File: src/rtl/bracketed_int_list_parser_unit_defines.svh
// ---------------------------------------------------------------------------
// Bracketed integer list parser - assertion macros
// Shared checker macros; define ASSERT_OFF to drop all checks.
// ---------------------------------------------------------------------------
`ifndef BRACKETED_INT_LIST_PARSER_UNIT_DEFINES_SVH
`define BRACKETED_INT_LIST_PARSER_UNIT_DEFINES_SVH

`ifndef ASSERT_OFF
// property must hold at every edge outside reset
`define BILP_ASSERT(lbl, clk, rst, prop) \
  lbl: assert property (@(posedge clk) disable iff (rst) (prop)) \
    else $error("bilp check failed");
// antecedent implies consequent in the next cycle
`define BILP_ASSERT_NEXT(lbl, clk, rst, ante, cons) \
  lbl: assert property (@(posedge clk) disable iff (rst) (ante) |=> (cons)) \
    else $error("bilp check failed");
`else
`define BILP_ASSERT(lbl, clk, rst, prop)
`define BILP_ASSERT_NEXT(lbl, clk, rst, ante, cons)
`endif

`endif

File: src/rtl/bilp_pkg.sv
// ---------------------------------------------------------------------------
// Bracketed integer list parser - package
// Widths, phase and result codes, character codes and the result record.
// ---------------------------------------------------------------------------
package bilp_pkg;

  // field widths
  localparam int CH_W    = 8;
  localparam int KIND_W  = 2;
  localparam int VALUE_W = 32;
  localparam int CNT_W   = 9;

  // element limit ceiling
  localparam logic [CNT_W-1:0] MAX_ELEMS = 9'd256;

  // parser phases
  localparam logic [2:0] PH_OPEN   = 3'd0;
  localparam logic [2:0] PH_START  = 3'd1;
  localparam logic [2:0] PH_SIGN   = 3'd2;
  localparam logic [2:0] PH_DIGITS = 3'd3;
  localparam logic [2:0] PH_AFTER  = 3'd4;
  localparam logic [2:0] PH_TAIL   = 3'd5;
  localparam logic [2:0] PH_ITEM   = 3'd6;
  localparam logic [2:0] PH_DONE   = 3'd7;

  // result kinds
  localparam logic [KIND_W-1:0] KIND_ELEM  = 2'd0;
  localparam logic [KIND_W-1:0] KIND_CLOSE = 2'd1;
  localparam logic [KIND_W-1:0] KIND_ERROR = 2'd2;

  // character codes
  localparam logic [CH_W-1:0] C_EOL   = 8'd0;
  localparam logic [CH_W-1:0] C_TAB   = 8'd9;
  localparam logic [CH_W-1:0] C_CR    = 8'd13;
  localparam logic [CH_W-1:0] C_SPACE = 8'd32;
  localparam logic [CH_W-1:0] C_COMMA = 8'd44;
  localparam logic [CH_W-1:0] C_MINUS = 8'd45;
  localparam logic [CH_W-1:0] C_ZERO  = 8'd48;
  localparam logic [CH_W-1:0] C_NINE  = 8'd57;
  localparam logic [CH_W-1:0] C_OPEN  = 8'd91;
  localparam logic [CH_W-1:0] C_CLOSE = 8'd93;

  // result queue
  localparam int QDEPTH = 4;
  localparam int QPTR_W = 2;
  localparam int QCNT_W = 3;

  typedef struct packed {
    logic [KIND_W-1:0]         kind;
    logic signed [VALUE_W-1:0] value;
    logic [CNT_W-1:0]          index;
    logic                      last;
  } res_t;

endpackage

File: src/rtl/bilp_channels.sv
// ---------------------------------------------------------------------------
// Bracketed integer list parser - channel interfaces
// Valid/ready channels for characters, results and the limit register.
// ---------------------------------------------------------------------------

// character channel
interface bilp_char_if import bilp_pkg::*; ();
  logic            valid;
  logic            ready;
  logic [CH_W-1:0] ch;

  modport source (output valid, output ch, input ready);
  modport sink   (input valid, input ch, output ready);
endinterface

// result channel
interface bilp_res_if import bilp_pkg::*; ();
  logic                      valid;
  logic                      ready;
  logic [KIND_W-1:0]         kind;
  logic signed [VALUE_W-1:0] value;
  logic [CNT_W-1:0]          index;
  logic                      last;

  modport source (output valid, output kind, output value, output index, output last,
                  input ready);
  modport sink   (input valid, input kind, input value, input index, input last,
                  output ready);
endinterface

// limit register write channel
interface bilp_cfg_if import bilp_pkg::*; ();
  logic             valid;
  logic             ready;
  logic [CNT_W-1:0] data;

  modport source (output valid, output data, input ready);
  modport sink   (input valid, input data, output ready);
endinterface

File: src/rtl/bracketed_int_list_parser_unit.sv
// Results: each is queued as its character is taken and, if the queue was
//   empty, offered in the cycle after. One character per cycle while the
//   four-entry result queue has room; a character that finishes a number and
//   also closes or fails the list yields two results, drained one per cycle while the result side is ready.
// Reset: parser waits for '[', limit register 256, result queue empty.
`include "bracketed_int_list_parser_unit_defines.svh"
// ---------------------------------------------------------------------------
// Bracketed integer list parser - top level
// Parses "[ -12, 3,4 ]" one character per item and emits elements, close or
// error results.
// ---------------------------------------------------------------------------
module bracketed_int_list_parser_unit import bilp_pkg::*; (
  input  logic     clk,
  input  logic     rst,
  bilp_cfg_if.sink   cfg,
  bilp_char_if.sink  char_ch,
  bilp_res_if.source res_ch
);

  // state
  logic [CNT_W-1:0]   max_count;
  logic [2:0]         phase, phase_next;
  logic [CNT_W-1:0]   count, count_next;
  logic [VALUE_W-1:0] accum, accum_next;
  logic               negative, negative_next;

  // result queue
  res_t               rq [QDEPTH];
  logic [QPTR_W-1:0]  wr_ptr, rd_ptr;
  logic [QCNT_W-1:0]  fill, fill_next;

  // step signals
  logic               take, pop;
  logic [CNT_W-1:0]   lim;
  logic               is_ws, is_dig;
  logic [3:0]         digit;
  logic [VALUE_W-1:0] acc_x10;
  logic [VALUE_W-1:0] elem_val;
  logic [2:0]         ph;
  logic [CNT_W-1:0]   cnt;
  logic               emit_elem, close_l, fail_l;
  logic [1:0]         n_push;
  res_t               res_a, res_b;

  // handshakes
  assign cfg.ready     = !rst;
  assign char_ch.ready = !rst && (fill <= QCNT_W'(QDEPTH - 2));
  assign take          = char_ch.valid && char_ch.ready;
  assign pop           = res_ch.valid && res_ch.ready;

  // character classes and arithmetic
  assign lim      = (max_count > MAX_ELEMS) ? MAX_ELEMS : max_count;
  assign is_ws    = (char_ch.ch == C_SPACE) ||
                    ((char_ch.ch >= C_TAB) && (char_ch.ch <= C_CR));
  assign is_dig   = (char_ch.ch >= C_ZERO) && (char_ch.ch <= C_NINE);
  assign digit    = char_ch.ch[3:0];
  assign acc_x10  = (accum << 3) + (accum << 1) + VALUE_W'(digit);
  assign elem_val = negative ? (~accum + VALUE_W'(1)) : accum;

  // one parse step
  always_comb begin
    phase_next    = phase;
    count_next    = count;
    accum_next    = accum;
    negative_next = negative;
    ph            = phase;
    cnt           = count;
    emit_elem     = 1'b0;
    close_l       = 1'b0;
    fail_l        = 1'b0;
    if (phase == PH_DONE) begin
      // skip rest of line
      if (char_ch.ch == C_EOL) phase_next = PH_OPEN;
    end else if ((phase == PH_DIGITS) && is_dig) begin
      accum_next = acc_x10;
    end else begin
      // a non-digit finishes a pending number first
      if (phase == PH_DIGITS) begin
        emit_elem = 1'b1;
        cnt       = count + CNT_W'(1);
        ph        = PH_AFTER;
      end
      case (ph)
        PH_OPEN: begin
          if (is_ws) begin
          end else if (char_ch.ch == C_OPEN) begin
            cnt           = '0;
            accum_next    = '0;
            negative_next = 1'b0;
            ph            = PH_START;
          end else begin
            cnt    = '0;
            fail_l = 1'b1;
          end
        end
        PH_START, PH_ITEM: begin
          if (is_ws) begin
          end else if ((char_ch.ch == C_CLOSE) && (ph == PH_START)) begin
            close_l = 1'b1;
          end else if ((cnt < lim) && ((char_ch.ch == C_MINUS) || is_dig)) begin
            if (char_ch.ch == C_MINUS) begin
              accum_next    = '0;
              negative_next = 1'b1;
              ph            = PH_SIGN;
            end else begin
              accum_next    = VALUE_W'(digit);
              negative_next = 1'b0;
              ph            = PH_DIGITS;
            end
          end else begin
            fail_l = 1'b1;
          end
        end
        PH_SIGN: begin
          if (is_dig) begin
            accum_next = VALUE_W'(digit);
            ph         = PH_DIGITS;
          end else begin
            fail_l = 1'b1;
          end
        end
        PH_AFTER: begin
          if (char_ch.ch == C_CLOSE) close_l = 1'b1;
          else if ((char_ch.ch == C_COMMA) && (cnt < lim)) ph = PH_ITEM;
          else if (is_ws) ph = PH_TAIL;
          else fail_l = 1'b1;
        end
        PH_TAIL: begin
          if (char_ch.ch == C_CLOSE) close_l = 1'b1;
          else if (!is_ws) fail_l = 1'b1;
        end
        default: fail_l = 1'b1;
      endcase
      if (close_l) ph = PH_DONE;
      else if (fail_l) ph = (char_ch.ch == C_EOL) ? PH_OPEN : PH_DONE;
      phase_next = ph;
      count_next = cnt;
    end
  end

  // results of this step
  always_comb begin
    res_b.kind  = close_l ? KIND_CLOSE : KIND_ERROR;
    res_b.value = '0;
    res_b.index = cnt;
    res_b.last  = 1'b1;
    if (emit_elem) begin
      res_a.kind  = KIND_ELEM;
      res_a.value = elem_val;
      res_a.index = count;
      res_a.last  = !(close_l || fail_l);
    end else begin
      res_a = res_b;
    end
    n_push = {1'b0, emit_elem} + {1'b0, close_l || fail_l};
  end

  // state and limit register
  always_ff @(posedge clk) begin
    if (rst) begin
      max_count <= MAX_ELEMS;
      phase     <= PH_OPEN;
      count     <= '0;
      accum     <= '0;
      negative  <= 1'b0;
    end else begin
      if (cfg.valid) max_count <= cfg.data;
      if (take) begin
        phase    <= phase_next;
        count    <= count_next;
        accum    <= accum_next;
        negative <= negative_next;
      end
    end
  end

  // result queue storage
  always_ff @(posedge clk) begin
    if (take && (n_push != 2'd0)) rq[wr_ptr] <= res_a;
    if (take && (n_push == 2'd2)) rq[wr_ptr + QPTR_W'(1)] <= res_b;
  end

  // result queue pointers
  always_comb begin
    fill_next = fill + (take ? QCNT_W'(n_push) : '0) - (pop ? QCNT_W'(1) : '0);
  end

  always_ff @(posedge clk) begin
    if (rst) begin
      wr_ptr <= '0;
      rd_ptr <= '0;
      fill   <= '0;
    end else begin
      if (take) wr_ptr <= wr_ptr + QPTR_W'(n_push);
      if (pop) rd_ptr <= rd_ptr + QPTR_W'(1);
      fill <= fill_next;
    end
  end

  // result port
  assign res_ch.valid = (fill != '0);
  assign res_ch.kind  = rq[rd_ptr].kind;
  assign res_ch.value = rq[rd_ptr].value;
  assign res_ch.index = rq[rd_ptr].index;
  assign res_ch.last  = rq[rd_ptr].last;

  // checks
  `BILP_ASSERT(a_fill_bound, clk, rst, fill <= QCNT_W'(QDEPTH))
  `BILP_ASSERT(a_count_bound, clk, rst, count <= MAX_ELEMS)
  `BILP_ASSERT(a_elem_index, clk, rst, !(res_ch.valid && (res_ch.kind == KIND_ELEM)) || (res_ch.index < MAX_ELEMS))
  `BILP_ASSERT(a_status_zero, clk, rst, !(res_ch.valid && (res_ch.kind != KIND_ELEM)) || (res_ch.value == '0))
  `BILP_ASSERT_NEXT(a_done_silent, clk, rst, take && (phase == PH_DONE), fill <= $past(fill))

endmodule

File: src/flat_wrapper.sv
// flat-port wrapper written by rule: the top's interface ports become plain ports
module bracketed_int_list_parser_unit_flat import bilp_pkg::*;
  (clk, rst, cfg_valid, cfg_data, cfg_ready, char_ch_valid, char_ch_ch, char_ch_ready, res_ch_valid, res_ch_kind, res_ch_value, res_ch_index, res_ch_last, res_ch_ready);
  bilp_cfg_if cfg_i ();
  bilp_char_if char_ch_i ();
  bilp_res_if res_ch_i ();
  input  logic clk;
  input  logic rst;
  input wire logic [$bits(cfg_i.valid)-1:0] cfg_valid;
  input wire logic [$bits(cfg_i.data)-1:0] cfg_data;
  output wire logic [$bits(cfg_i.ready)-1:0] cfg_ready;
  input wire logic [$bits(char_ch_i.valid)-1:0] char_ch_valid;
  input wire logic [$bits(char_ch_i.ch)-1:0] char_ch_ch;
  output wire logic [$bits(char_ch_i.ready)-1:0] char_ch_ready;
  output wire logic [$bits(res_ch_i.valid)-1:0] res_ch_valid;
  output wire logic [$bits(res_ch_i.kind)-1:0] res_ch_kind;
  output wire logic [$bits(res_ch_i.value)-1:0] res_ch_value;
  output wire logic [$bits(res_ch_i.index)-1:0] res_ch_index;
  output wire logic [$bits(res_ch_i.last)-1:0] res_ch_last;
  input wire logic [$bits(res_ch_i.ready)-1:0] res_ch_ready;
  assign cfg_i.valid = cfg_valid;
  assign cfg_i.data = cfg_data;
  assign cfg_ready = cfg_i.ready;
  assign char_ch_i.valid = char_ch_valid;
  assign char_ch_i.ch = char_ch_ch;
  assign char_ch_ready = char_ch_i.ready;
  assign res_ch_valid = res_ch_i.valid;
  assign res_ch_kind = res_ch_i.kind;
  assign res_ch_value = res_ch_i.value;
  assign res_ch_index = res_ch_i.index;
  assign res_ch_last = res_ch_i.last;
  assign res_ch_i.ready = res_ch_ready;
  bracketed_int_list_parser_unit u_core (.clk(clk), .rst(rst), .cfg(cfg_i), .char_ch(char_ch_i), .res_ch(res_ch_i));
endmodule
File: config.mk
export PLATFORM = sky130hd
export DESIGN_NAME = bracketed_int_list_parser_unit_flat
export DESIGN_NICKNAME = d
export VERILOG_FILES = /design/src/rtl/bilp_pkg.sv /design/src/rtl/bilp_channels.sv /design/src/rtl/bracketed_int_list_parser_unit.sv /design/src/flat_wrapper.sv
export VERILOG_INCLUDE_DIRS = /design/src /design/src/rtl
export SDC_FILE = /design/constraint.sdc
export NUM_CORES = 1
export LEC_CHECK = 0
export BUFFER_PORTS_ARGS = -buffer_cell sky130_fd_sc_hd__buf_2
export CAP_MARGIN = 25
export CORE_MARGIN = 2
export CORE_UTILIZATION = 62
export CTS_CLUSTER_SIZE = 8
export DETAILED_ROUTE_END_ITERATION = 12
export PLACE_DENSITY = 0.85
export SYNTH_ARGS = -nofsm -noshare
export SYNTH_HDL_FRONTEND = slang
export SYNTH_SLANG_ARGS = --single-unit
File: constraint.sdc
create_clock -name clk -period 8.3 [get_ports clk]
set_input_delay 0.415 -clock clk [delete_from_list [all_inputs] [get_ports clk]]
set_output_delay 0.415 -clock clk [all_outputs]
set_load 0.01 [all_outputs]
==> results.py, run 1 <==
metrics = {
    "power_and_ir_drop": {
        "p_clk_share_pct": 39.7,
        "irDropWorstVdd_mv": 0.1382,
        "p_per_area_nw_per_um2": 220.5,
        "p_int_w": 0.002238,
        "switching_share_pct": 30.00,
        "power.switching_w": 0.0009591,
        "leakagePower_nw": 5.942,
        "combPwrFrac_pct": 20.2,
        "seqPwrFrac_pct": 40.1,
    },
    "critical_path": {
        "arrival_ns": 6.50,
        "crit_path_frequent_cell": "ha_1",
        "required_ns": 8.60,
        "crit_path_top_delay_cell": "nor2_1",
        "worstSetupStartpointType": "flip-flop",
        "reg2regPathDepth": 20,
        "path_class": "reg -> reg",
        "path_max_fanout": 14,
        "r2r_start": "u_core.count[0]",
        "crit_path_end_kind": "flip-flop",
        "r2r_slack_ns": 2.10,
        "max_stage_delay_ns": 0.76,
        "cp_num_buf_inv": 2,
        "timing.rr.end": "u_core.rq[3][4]",
        "cp.depth": 20,
        "path_delay_family": "simple AND/OR/NAND/NOR gates",
        "crit_chain": "ha_1 > nand4b_1 > nor3_1 > nand3_1 > xnor2_1 > ha_1 > inv_1 > or4_1 > a31oi_2 > nor3_1 > o32ai_2 > a311oi_4 > a21oi_1 > inv_1 > ha_1 > nor2b_1 > nand3_1 > nor2_1 > nand2_1 > o21ai_0",
    },
    "job": {
        "cap_violations": 0,
    },
    "floorplanning": {
        "num_rows": 53,
        "die_h_um": 149.3,
        "fp.dieW_um": 149.3,
        "die-area_um2": 22300,
        "ios": 69,
        "start_util_pct": 62.70,
        "coreArea_um2": 20890,
    },
    "timing": {
        "finalHoldViolCount": 0,
        "fmax_ghz": 0.1614,
        "finalSetupTns_ns": 0,
        "relSlewSlack_pct": 26.61,
        "final.period_utilization_pct": 74.67,
        "worstMarginPinSlew_ns": 1.101,
        "min_period_ns": 6.197,
        "rsz0062_at_grt": "false",
        "drv_slew": 0,
        "fin_skew_ns": 0.01772,
        "setup_viol": 0,
    },
    "cts": {
        "cts.sinks": 239,
        "ctsResizeCount": 0,
        "htree_levels": 2,
        "post-cts-setup-buffer-count": 0,
        "cts_inserted_buffers": 35,
        "clkTransAtPathRegs_ns": 0.05,
        "hold_buffers": 0,
        "clk_latency_ns": 0.52,
        "cts_root_buf": "clkbuf_16",
        "cts_buffer_depth": 3,
        "cts_tree": "yes",
    },
    "min_path": {
        "whs_path_depth": 3,
        "hp-start": "cfg_data[8]",
        "whs_endpoint": "u_core.max_count[8]",
        "hold_class": "in -> reg",
    },
    "logic_synthesis": {
        "ys_ff_latch": 239,
        "synth-seq-area-share_pct": 39.89,
        "synth-main-ff-cell": "dfxtp_1",
        "synth-edff-count": 44,
        "async_flop_share_pct": 0,
        "yosysWarnings": 0,
        "synth.distinct_cells": 85,
        "synthCells": 1378,
        "syn_nets": 1478,
        "avgSynthCellArea_um2": 9.505,
        "syn_area_um2": 13100,
    },
    "finish": {
        "layout.nets": 1509,
        "fill_cells": 1505,
        "drive_above_1_share_pct": 13.96,
        "syn2layout_area_growth_pct": 10.71,
        "num_antenna_cells": 0,
        "design_area_um2": 14500,
    },
    "global_routing": {
        "grt_pass1_wl_mm": 55.26,
        "grt_overflow": 0,
        "track_usage_pct": 30.75,
        "grt_pass1_vias": 10820,
        "grt_max_degree": 47,
        "antenna_found_initial": 0,
    },
    "placed_design": {
        "place_area_um2": 13540,
        "hpwl_mm": 22.52,
        "portBuffers": 68,
        "gp_congestion": 0.9027,
    },
    "detailed_routing": {
        "drt_iter0_drc": 1320,
        "routed_wl_mm": 34.48,
        "via_per_inst": 6.615,
        "first_pass_iters": 6,
        "ant_nets": 0,
        "wl_per_cell_um": 20.36,
        "vias": 11200,
        "drc": 0,
    },
    "outcome": {
        "status": "completed",
    },
}
[cells in the mapped netlist (all sizes together) (13+ instances only)]
cell / count / share of area (%)
dfxtp: 195 / 30
nand2: 179 / 5.1
o21ai: 125 / 4.8
nor2: 102 / 2.9
a22o: 75 / 5.0
ha: 75 / 7.2
a21oi: 72 / 2.8
clkbuf: 65 / 1.9
edfxtp: 44 / 10
mux4: 44 / 7.6
nor3: 33 / 1.4
xnor2: 32 / 2.2
xor2: 32 / 2.2
nand3: 31 / 1.2
inv: 27 / 0.77
buf: 23 / 1.0
a21o: 17 / 0.97
mux2i: 15 / 1.1
or3: 13 / 0.66
[power groups by stage]
stage               clock [W]  sequential (W)  combinational, W
floorplan                   0         0.00126          0.000520
global placement            0         0.00131          0.000614
detailed placement          0         0.00130          0.000637
CTS                   0.00127         0.00128          0.000642
global route          0.00132         0.00129          0.000711
finish                0.00127         0.00128          0.000647
[cells in the final DEF (no fill, tap or decap), types with 17 or more instances in the layout]
cell type / synthesis / layout
dfxtp_1: 195 / 193
nand2_1: 178 / 178
o21ai_0: 112 / 112
nor2_1: 101 / 100
a22o_1: 75 / 75
ha_1: 75 / 75
a21oi_1: 69 / 69
buf_2: 10 / 68
mux4_2: 44 / 44
edfxtp_1: 44 / 44
clkbuf_16: 0 / 35
nand3_1: 31 / 31
xnor2_1: 31 / 31
xor2_1: 31 / 31
nor3_1: 30 / 28
inv_1: 25 / 25
a21o_1: 17 / 17
[routing by layer]
layer / up-vias / GRT usage, % / part of all wire [%]
met1: 5369 / 42.09 / 42
met2: 593 / 50.41 / 47
met5: - / 0 / 0
met3: 80 / 5.015 / 8.8
met4: 0 / 9.238 / 2.3
li1: 5158 / - / -
[worst min-delay path, cell delays in order]
cell and delay [ns]:
buf_2 0.08, nand2_1 0.04, o211ai_1 0.06
[per-stage QoR]
step / total power (W) / setup slack [ns] / utilization (%) / hold slack (ns) / std cells
floorplan: 0.001783 / 3.661 / - / 0.4198 / 1378
global placement: 0.001923 / 2.616 / 64.72 / 0.4289 / 1646
detailed placement: 0.001939 / 2.413 / 64.82 / 0.4392 / 1647
CTS: 0.003194 / 2.299 / 69.42 / 0.1165 / 1693
global route: 0.003319 / 1.702 / 69.42 / 0.1500 / 1693
finish: 0.003197 / 2.103 / 69.42 / 0.1254 / 1693
[final cells by class]
class | count | area [um2] | area share [%]
Multi-Input combinational cell | 1023 | 7405 | 51.07
Tap cell | 275 | 344.1 | 2.373
Clock buffer | 43 | 905.9 | 6.247
Inverter | 28 | 105.1 | 0.7248
Timing Repair Buffer | 82 | 457.9 | 3.158
Clock inverter | 3 | 55.05 | 0.3797
Sequential cell | 239 | 5228 | 36.05
[how the worst max path moves through the flow]
stage,start,end,slack [ns]
2_1_floorplan,u_core.count[0],u_core.rq[0][1],3.66
3_3_place_gp,u_core.count[0],u_core.rq[2][1],2.62
3_5_place_dp,u_core.count[0],u_core.rq[2][1],2.41
4_1_cts,u_core.count[0],u_core.rq[3][4],2.30
5_1_grt,u_core.count[0],u_core.rq[2][4],1.70
6_report,u_core.count[0],u_core.rq[3][4],2.10
[logic make-up after synthesis]
group / after synthesis / share of synthesized area, %
buf+inv: 116 / 3.716
compound gates: 400 / 20.86
flops: 239 / 39.89
mux: 60 / 8.798
xor+xnor: 64 / 4.394
simple gates: 421 / 14.71
fa+ha+maj: 78 / 7.623
[registers in the layout, indices dropped and copies added (netlist names), named ones only]
name,flops
u_core.max_count,9
u_core.rd_ptr,2
u_core.fill,3
u_core.negative,1
u_core.accum,32
u_core.count,9
u_core.phase,3
u_core.rq,176
u_core.wr_ptr,2
No activity file was read; power rests on OpenSTA's default activity.
==> run 2: changes to the inputs <==
clock period = 6.1 ns   (was 8.3 ns; I/O delays follow)
==> run 2 against run 1 <==
Net effect: worst hold slack got worse by 0.11 ns; final area rose by 0.78%; highest routed layer unchanged; non-clock buffer count rose by 7; global-route usage fell by 1.0 points; core utilization rose by 0.55 points.
==> results.py, run 2 (synthesis results as in run 1) <==
metrics = {
    "outcome": {
        "status": "completed",
    },
    "finish": {
        "fill_cells": 1478,
        "layout.nets": 1517,
        "syn2layout_area_growth_pct": 11.58,
        "reg_top3": "u_core.rq x176, u_core.accum x32",
        "multi_input_area_um2": 7405,
        "regArea_um2": 5228,
        "layout_common_cells": "193 x dfxtp_1, 178 x nand2_1, 112 x o21ai_0",
        "top_register": "u_core.rq",
        "largest_reg_flops": 176,
        "final_cells": 1704,
        "drive_above_1_share_pct": 14.56,
        "final_common_cell": "dfxtp_1",
        "num_antenna_cells": 0,
    },
    "global_routing": {
        "grt_pass1_wl_mm": 53.94,
        "grt_max_degree": 48,
        "grt_pass1_vias": 10680,
        "grt_overflow": 0,
        "track_usage_pct": 29.75,
        "antenna_found_initial": 0,
    },
    "timing": {
        "fin_skew_ns": 0.01202,
        "relSlewSlack_pct": 32.57,
        "drv_slew": 0,
        "finalHoldViolCount": 0,
        "min_period_ns": 5.671,
        "setup_ws_ns": 0.4288,
        "setup_viol": 0,
        "finalSetupTns_ns": 0,
        "final.period_utilization_pct": 92.97,
        "worstMarginPinSlew_ns": 1.008,
        "fmax_ghz": 0.1763,
        "rsz0062_at_grt": "false",
    },
    "min_path": {
        "hold_class": "in -> reg",
        "hp-start": "cfg_data[8]",
    },
    "job": {
        "cap_violations": 0,
    },
    "cts": {
        "clk_latency_ns": 0.50,
        "cts_tree": "yes",
        "cts.sinks": 239,
        "ctsResizeCount": 0,
        "cts_buffer_depth": 3,
        "post-cts-setup-buffer-count": 0,
        "hold_buffers": 0,
        "htree_levels": 2,
        "cts_root_buf": "clkbuf_16",
        "clkTransAtPathRegs_ns": 0.05,
        "cts_inserted_buffers": 36,
    },
    "floorplanning": {
        "die_h_um": 149.3,
        "start_util_pct": 62.70,
        "num_rows": 53,
        "die-area_um2": 22300,
        "fp.dieW_um": 149.3,
        "coreArea_um2": 20890,
        "ios": 69,
    },
    "critical_path": {
        "path_delay_family": "simple AND/OR/NAND/NOR gates",
        "path_max_fanout": 18,
        "required_ns": 6.24,
        "crit_path_end_kind": "flip-flop",
        "arrival_ns": 5.81,
        "worstSetupStartpointType": "flip-flop",
        "max_stage_delay_ns": 0.70,
        "crit_path_top_delay_cell": "dfxtp_1",
        "cp_num_buf_inv": 2,
        "r2r_slack_ns": 0.43,
        "crit_chain": "nand4b_1 > nor3_1 > nand3_1 > xnor2_1 > ha_1 > inv_1 > or4_1 > a31oi_2 > nor3_1 > o32ai_2 > a311oi_4 > a21oi_1 > ha_1 > nand2_1 > o21ai_0 > nand2_1 > inv_1",
        "path_class": "reg -> reg",
        "r2r_start": "u_core.phase[0]",
        "crit_start": "u_core.phase[0]",
    },
    "placed_design": {
        "dp.cells": 1653,
        "portBuffers": 68,
        "hpwl_mm": 22.23,
        "post-place-ws_ns": 0.6655,
        "gp_congestion": 0.9530,
    },
    "detailed_routing": {
        "routed_wl_mm": 33.23,
        "wl_per_cell_um": 19.50,
        "vias": 11110,
        "drt_iter0_drc": 1099,
        "via_per_inst": 6.519,
        "first_pass_iters": 7,
        "drc": 0,
        "ant_nets": 0,
    },
    "power_and_ir_drop": {
        "p_total_w": 0.004401,
        "p_per_area_nw_per_um2": 301.1,
        "irDropWorstVdd_mv": 0.1938,
        "leakagePower_nw": 6.005,
    },
}
run 2: changes by cell type in the layout (fill, tap and decap cells not counted):
cell	delta
clkinv_4	+1
inv_16	+1
buf_16	+1
clkbuf_1	+1
buf_4	+6
clkbuf_8	+1
clkbuf_16	+1
clkinv_16	-1
run 2: report_power, final:
part	internal [W]	switching [W]	leakage, nW	total, W
sequential	0.00167	0.0000718	2.00	0.00174
combinational	0.000341	0.000545	3.52	0.000886
clock	0.00109	0.000689	0.487	0.00177
total	0.00309	0.00131	6.01	0.00440
run 2: worst paths after layout:
check | endpoint | depth (start not counted)
worst max-delay path | u_core.rq[2][7] | 17
worst min register to register | u_core.rq[2][40] | 2
worst min-delay path | u_core.max_count[8] | 3
worst max register to register | u_core.rq[2][7] | 17
run 2: layout make-up:
| type | count | area share (%) |
|---|---|---|
| inverter | 28 | 0.7192 |
| sequential | 239 | 35.77 |
| clock inverter | 4 | 0.3682 |
| timing repair buffer | 89 | 3.630 |
| tap | 275 | 2.354 |
| clock buffer | 46 | 6.490 |
| multi-input combinational | 1023 | 50.67 |
run 2: routing by layer:
| metal | up-vias | track usage, % | part of all wire (%) | wire (um) |
|---|---|---|---|---|
| met3 | 64 | 5.199 | 8.7 | 2891 |
| li1 | 5181 | - | - | - |
| met4 | 0 | 7.857 | 1.6 | 527 |
| met2 | 558 | 48.67 | 47 | 15660 |
| met1 | 5306 | 40.99 | 43 | 14140 |
| met5 | - | 0 | 0 | 0 |
run 2: tightest hold or removal path, cell delays in order:
cell      delay (ns)
buf_2           0.08
nand2_1         0.04
o211ai_1        0.06
run 2: through the flow:
| stage | hold slack, ns | util, % | instance area, um2 |
|---|---|---|---|
| finish | 0.02006 | 69.96 | 14610 |
| CTS | 0.01681 | 69.83 | 14590 |
| global route | 0.04079 | 69.96 | 14610 |
| floorplan | 0.4198 | - | 13100 |
| detailed placement | 0.4387 | 65.03 | 13580 |
| global placement | 0.4285 | 64.94 | 13560 |
==> run 3: changes to the inputs <==
CORE_UTILIZATION = 56   (was 62)
PLACE_DENSITY = 0.81   (was 0.85)
REMOVE_ABC_BUFFERS = 1   (was default)
clock period = 4.6 ns   (was 6.1 ns; I/O delays follow)
==> run 3 against run 2 <==
Net effect: worst hold slack got worse by 0.0070 ns; fmax is 29% higher; register-to-register slack got worse by 0.24 ns; die area rose by 10%; setup slack worse by 0.24 ns; clock skew up 0.0018 ns; power up 35%; count of clock-buffer cells in the layout shrank 3; critical path depth grew 3; critical path type unchanged; largest power group is now sequential cells; highest routed layer unchanged.
==> results.py, run 3 (synthesis results as in run 1) <==
metrics = {
    "timing": {
        "setup_viol": 0,
        "min_period_ns": 4.408,
        "fin_skew_ns": 0.01382,
        "worstMarginPinSlew_ns": 0.9613,
        "fmax_ghz": 0.2268,
        "finalSetupTns_ns": 0,
        "final.period_utilization_pct": 95.83,
        "finalHoldViolCount": 0,
        "drv_slew": 0,
        "relSlewSlack_pct": 35.91,
        "whs_ns": 0.01305,
    },
    "cts": {
        "cts.sinks": 239,
        "cts_inserted_buffers": 35,
        "cts_root_buf": "clkbuf_16",
        "cts_tree": "yes",
        "htree_levels": 2,
        "cts_buffer_depth": 3,
        "clk_latency_ns": 0.51,
        "clkTransAtPathRegs_ns": 0.05,
    },
    "finish": {
        "layout_common_cells": "189 x dfxtp_1, 176 x nand2_1, 108 x o21ai_0",
        "reg_top3": "u_core.rq x176, u_core.accum x32",
        "top_register": "u_core.rq",
        "num_antenna_cells": 0,
        "final_common_cell": "dfxtp_1",
        "syn2layout_area_growth_pct": 16.82,
        "drive_above_1_share_pct": 18.81,
        "largest_reg_flops": 176,
        "layout.nets": 1564,
    },
    "min_path": {
        "hold_class": "in -> reg",
        "hp-start": "cfg_data[1]",
    },
    "outcome": {
        "status": "completed",
    },
    "critical_path": {
        "crit_chain": "buf_4 > and3b_1 > mux2i_2 > inv_1 > ha_1 > nand2_1 > or4_4 > a31oi_4 > nor3_2 > o32ai_2 > a311oi_4 > a21oi_2 > inv_1 > ha_2 > nor2_2 > nand2_1 > o21ai_0 > nand2_1 > inv_1 > buf_12",
        "crit_path_end_kind": "flip-flop",
        "path_delay_family": "simple AND/OR/NAND/NOR gates",
        "worstSetupStartpointType": "flip-flop",
        "path_max_fanout": 17,
        "cp_num_buf_inv": 5,
        "path_class": "reg -> reg",
        "r2r_start": "u_core.phase[1]",
        "required_ns": 4.81,
        "max_stage_delay_ns": 0.43,
        "crit_path_top_delay_cell": "or4_4",
        "crit_start": "u_core.phase[1]",
        "arrival_ns": 4.62,
    },
    "power_and_ir_drop": {
        "p_per_area_nw_per_um2": 389.2,
        "irDropWorstVdd_mv": 0.2645,
        "leakagePower_nw": 6.278,
        "power.switching_w": 0.001802,
        "seqPwrFrac_pct": 39.7,
        "p_int_w": 0.004153,
        "p_clk_share_pct": 38.3,
        "switching_share_pct": 30.26,
        "combPwrFrac_pct": 22.0,
    },
    "detailed_routing": {
        "drt_iter0_drc": 1428,
        "ant_nets": 0,
        "routed_wl_mm": 35.73,
        "first_pass_iters": 6,
        "wl_per_cell_um": 20.01,
        "via_per_inst": 6.357,
        "drc": 0,
        "vias": 11350,
    },
    "global_routing": {
        "grt_use_met1_pct": 37.28,
        "grt_overflow": 0,
        "track_usage_pct": 28.05,
        "busiest_layer": "met2",
        "gr-usage-met2_pct": 46.66,
        "grt_max_degree": 47,
        "grt_pass1_vias": 11090,
        "antenna_found_initial": 0,
        "grt_pass1_wl_mm": 55.85,
        "grt_util_met3_pct": 3.910,
    },
    "floorplanning": {
        "die_h_um": 156.9,
        "coreArea_um2": 22780,
        "fp.dieW_um": 156.9,
        "ios": 69,
        "start_util_pct": 57.50,
        "num_rows": 55,
        "die-area_um2": 24630,
    },
    "placed_design": {
        "portBuffers": 68,
        "gp_congestion": 0.9279,
        "hpwl_mm": 22.44,
    },
    "job": {
        "cap_violations": 0,
    },
}
-- run 3: changes by cell type in the layout (fill, tap and decap cells not counted), moves of 4 or more --
cell	before	now
o21ai_0	112	108
buf_4	19	45
dfxtp_1	193	189
ha_1	75	71
nand3_1	31	27
buf_6	0	7
buf_12	1	7
nor3_2	4	8
dlygate4sd3_1	0	8
nor3_1	28	23
-- run 3: final cells by class --
cell class              count  area [um2]
well taps                 313       391.6
clock buffers              43       905.9
clock inverters             3       52.55
inverters                  28       105.1
multi-input cells        1023        7584
fillers                  1642        7477
flip-flops and latches    239        5235
repair buffers            137        1027
-- run 3: worst register-to-register path: stages (launching register included) --
cell	delay [ns]
dfxtp_1	0.38
buf_4	0.24
and3b_1	0.25
mux2i_2	0.33
inv_1	0.11
ha_1	0.29
nand2_1	0.05
or4_4	0.43
a31oi_4	0.18
nor3_2	0.09
o32ai_2	0.36
a311oi_4	0.07
a21oi_2	0.24
inv_1	0.08
ha_2	0.23
nor2_2	0.15
nand2_1	0.06
o21ai_0	0.11
nand2_1	0.13
inv_1	0.17
buf_12	0.16
-- run 3: worst paths after layout --
kind	slack [ns]	endpoint	depth (start not counted)
max	0.19	u_core.rq[2][8]	20
min	0.01	u_core.max_count[1]	3
max reg2reg	0.19	u_core.rq[2][8]	20
min reg2reg	0.45	u_core.rq[3][37]	2
-- run 3: power groups by stage --
stage / Sequential, W / Clock, W / Combinational [W]
finish: 0.00236 / 0.00228 / 0.00131
floorplan: 0.00240 / 0 / 0.000752
global route: 0.00238 / 0.00238 / 0.00141
CTS: 0.00236 / 0.00228 / 0.00119
global placement: 0.00240 / 0 / 0.00115
detailed placement: 0.00240 / 0 / 0.00117
-- run 3: metal layers --
metal,vias to the layer above,part of all wire [%]
met5,-,0
met4,0,2.9
met3,100,8.2
met2,584,47
met1,5403,42
li1,5266,-
-- run 3: metrics by stage --
stage,utilization (%),std cells,instance area [um2],worst slack [ns],power [W]
floorplan,-,1290,12720,-2.362,0.003148
global placement,61.19,1723,13940,0.1108,0.003544
detailed placement,61.19,1723,13940,-0.04850,0.003568
CTS,65.78,1777,14980,0.006180,0.005835
global route,67.17,1786,15300,-0.09767,0.006173
finish,67.17,1786,15300,0.1917,0.005955
-- run 3: timing repair --
item,CTS,global route
cloned,0,3
resized for setup,2,51
pin swaps,0,12
setup endpoints to repair,88,223
buffers inserted,0,6
hold buffers,8,0
hold endpoints to repair,8,0
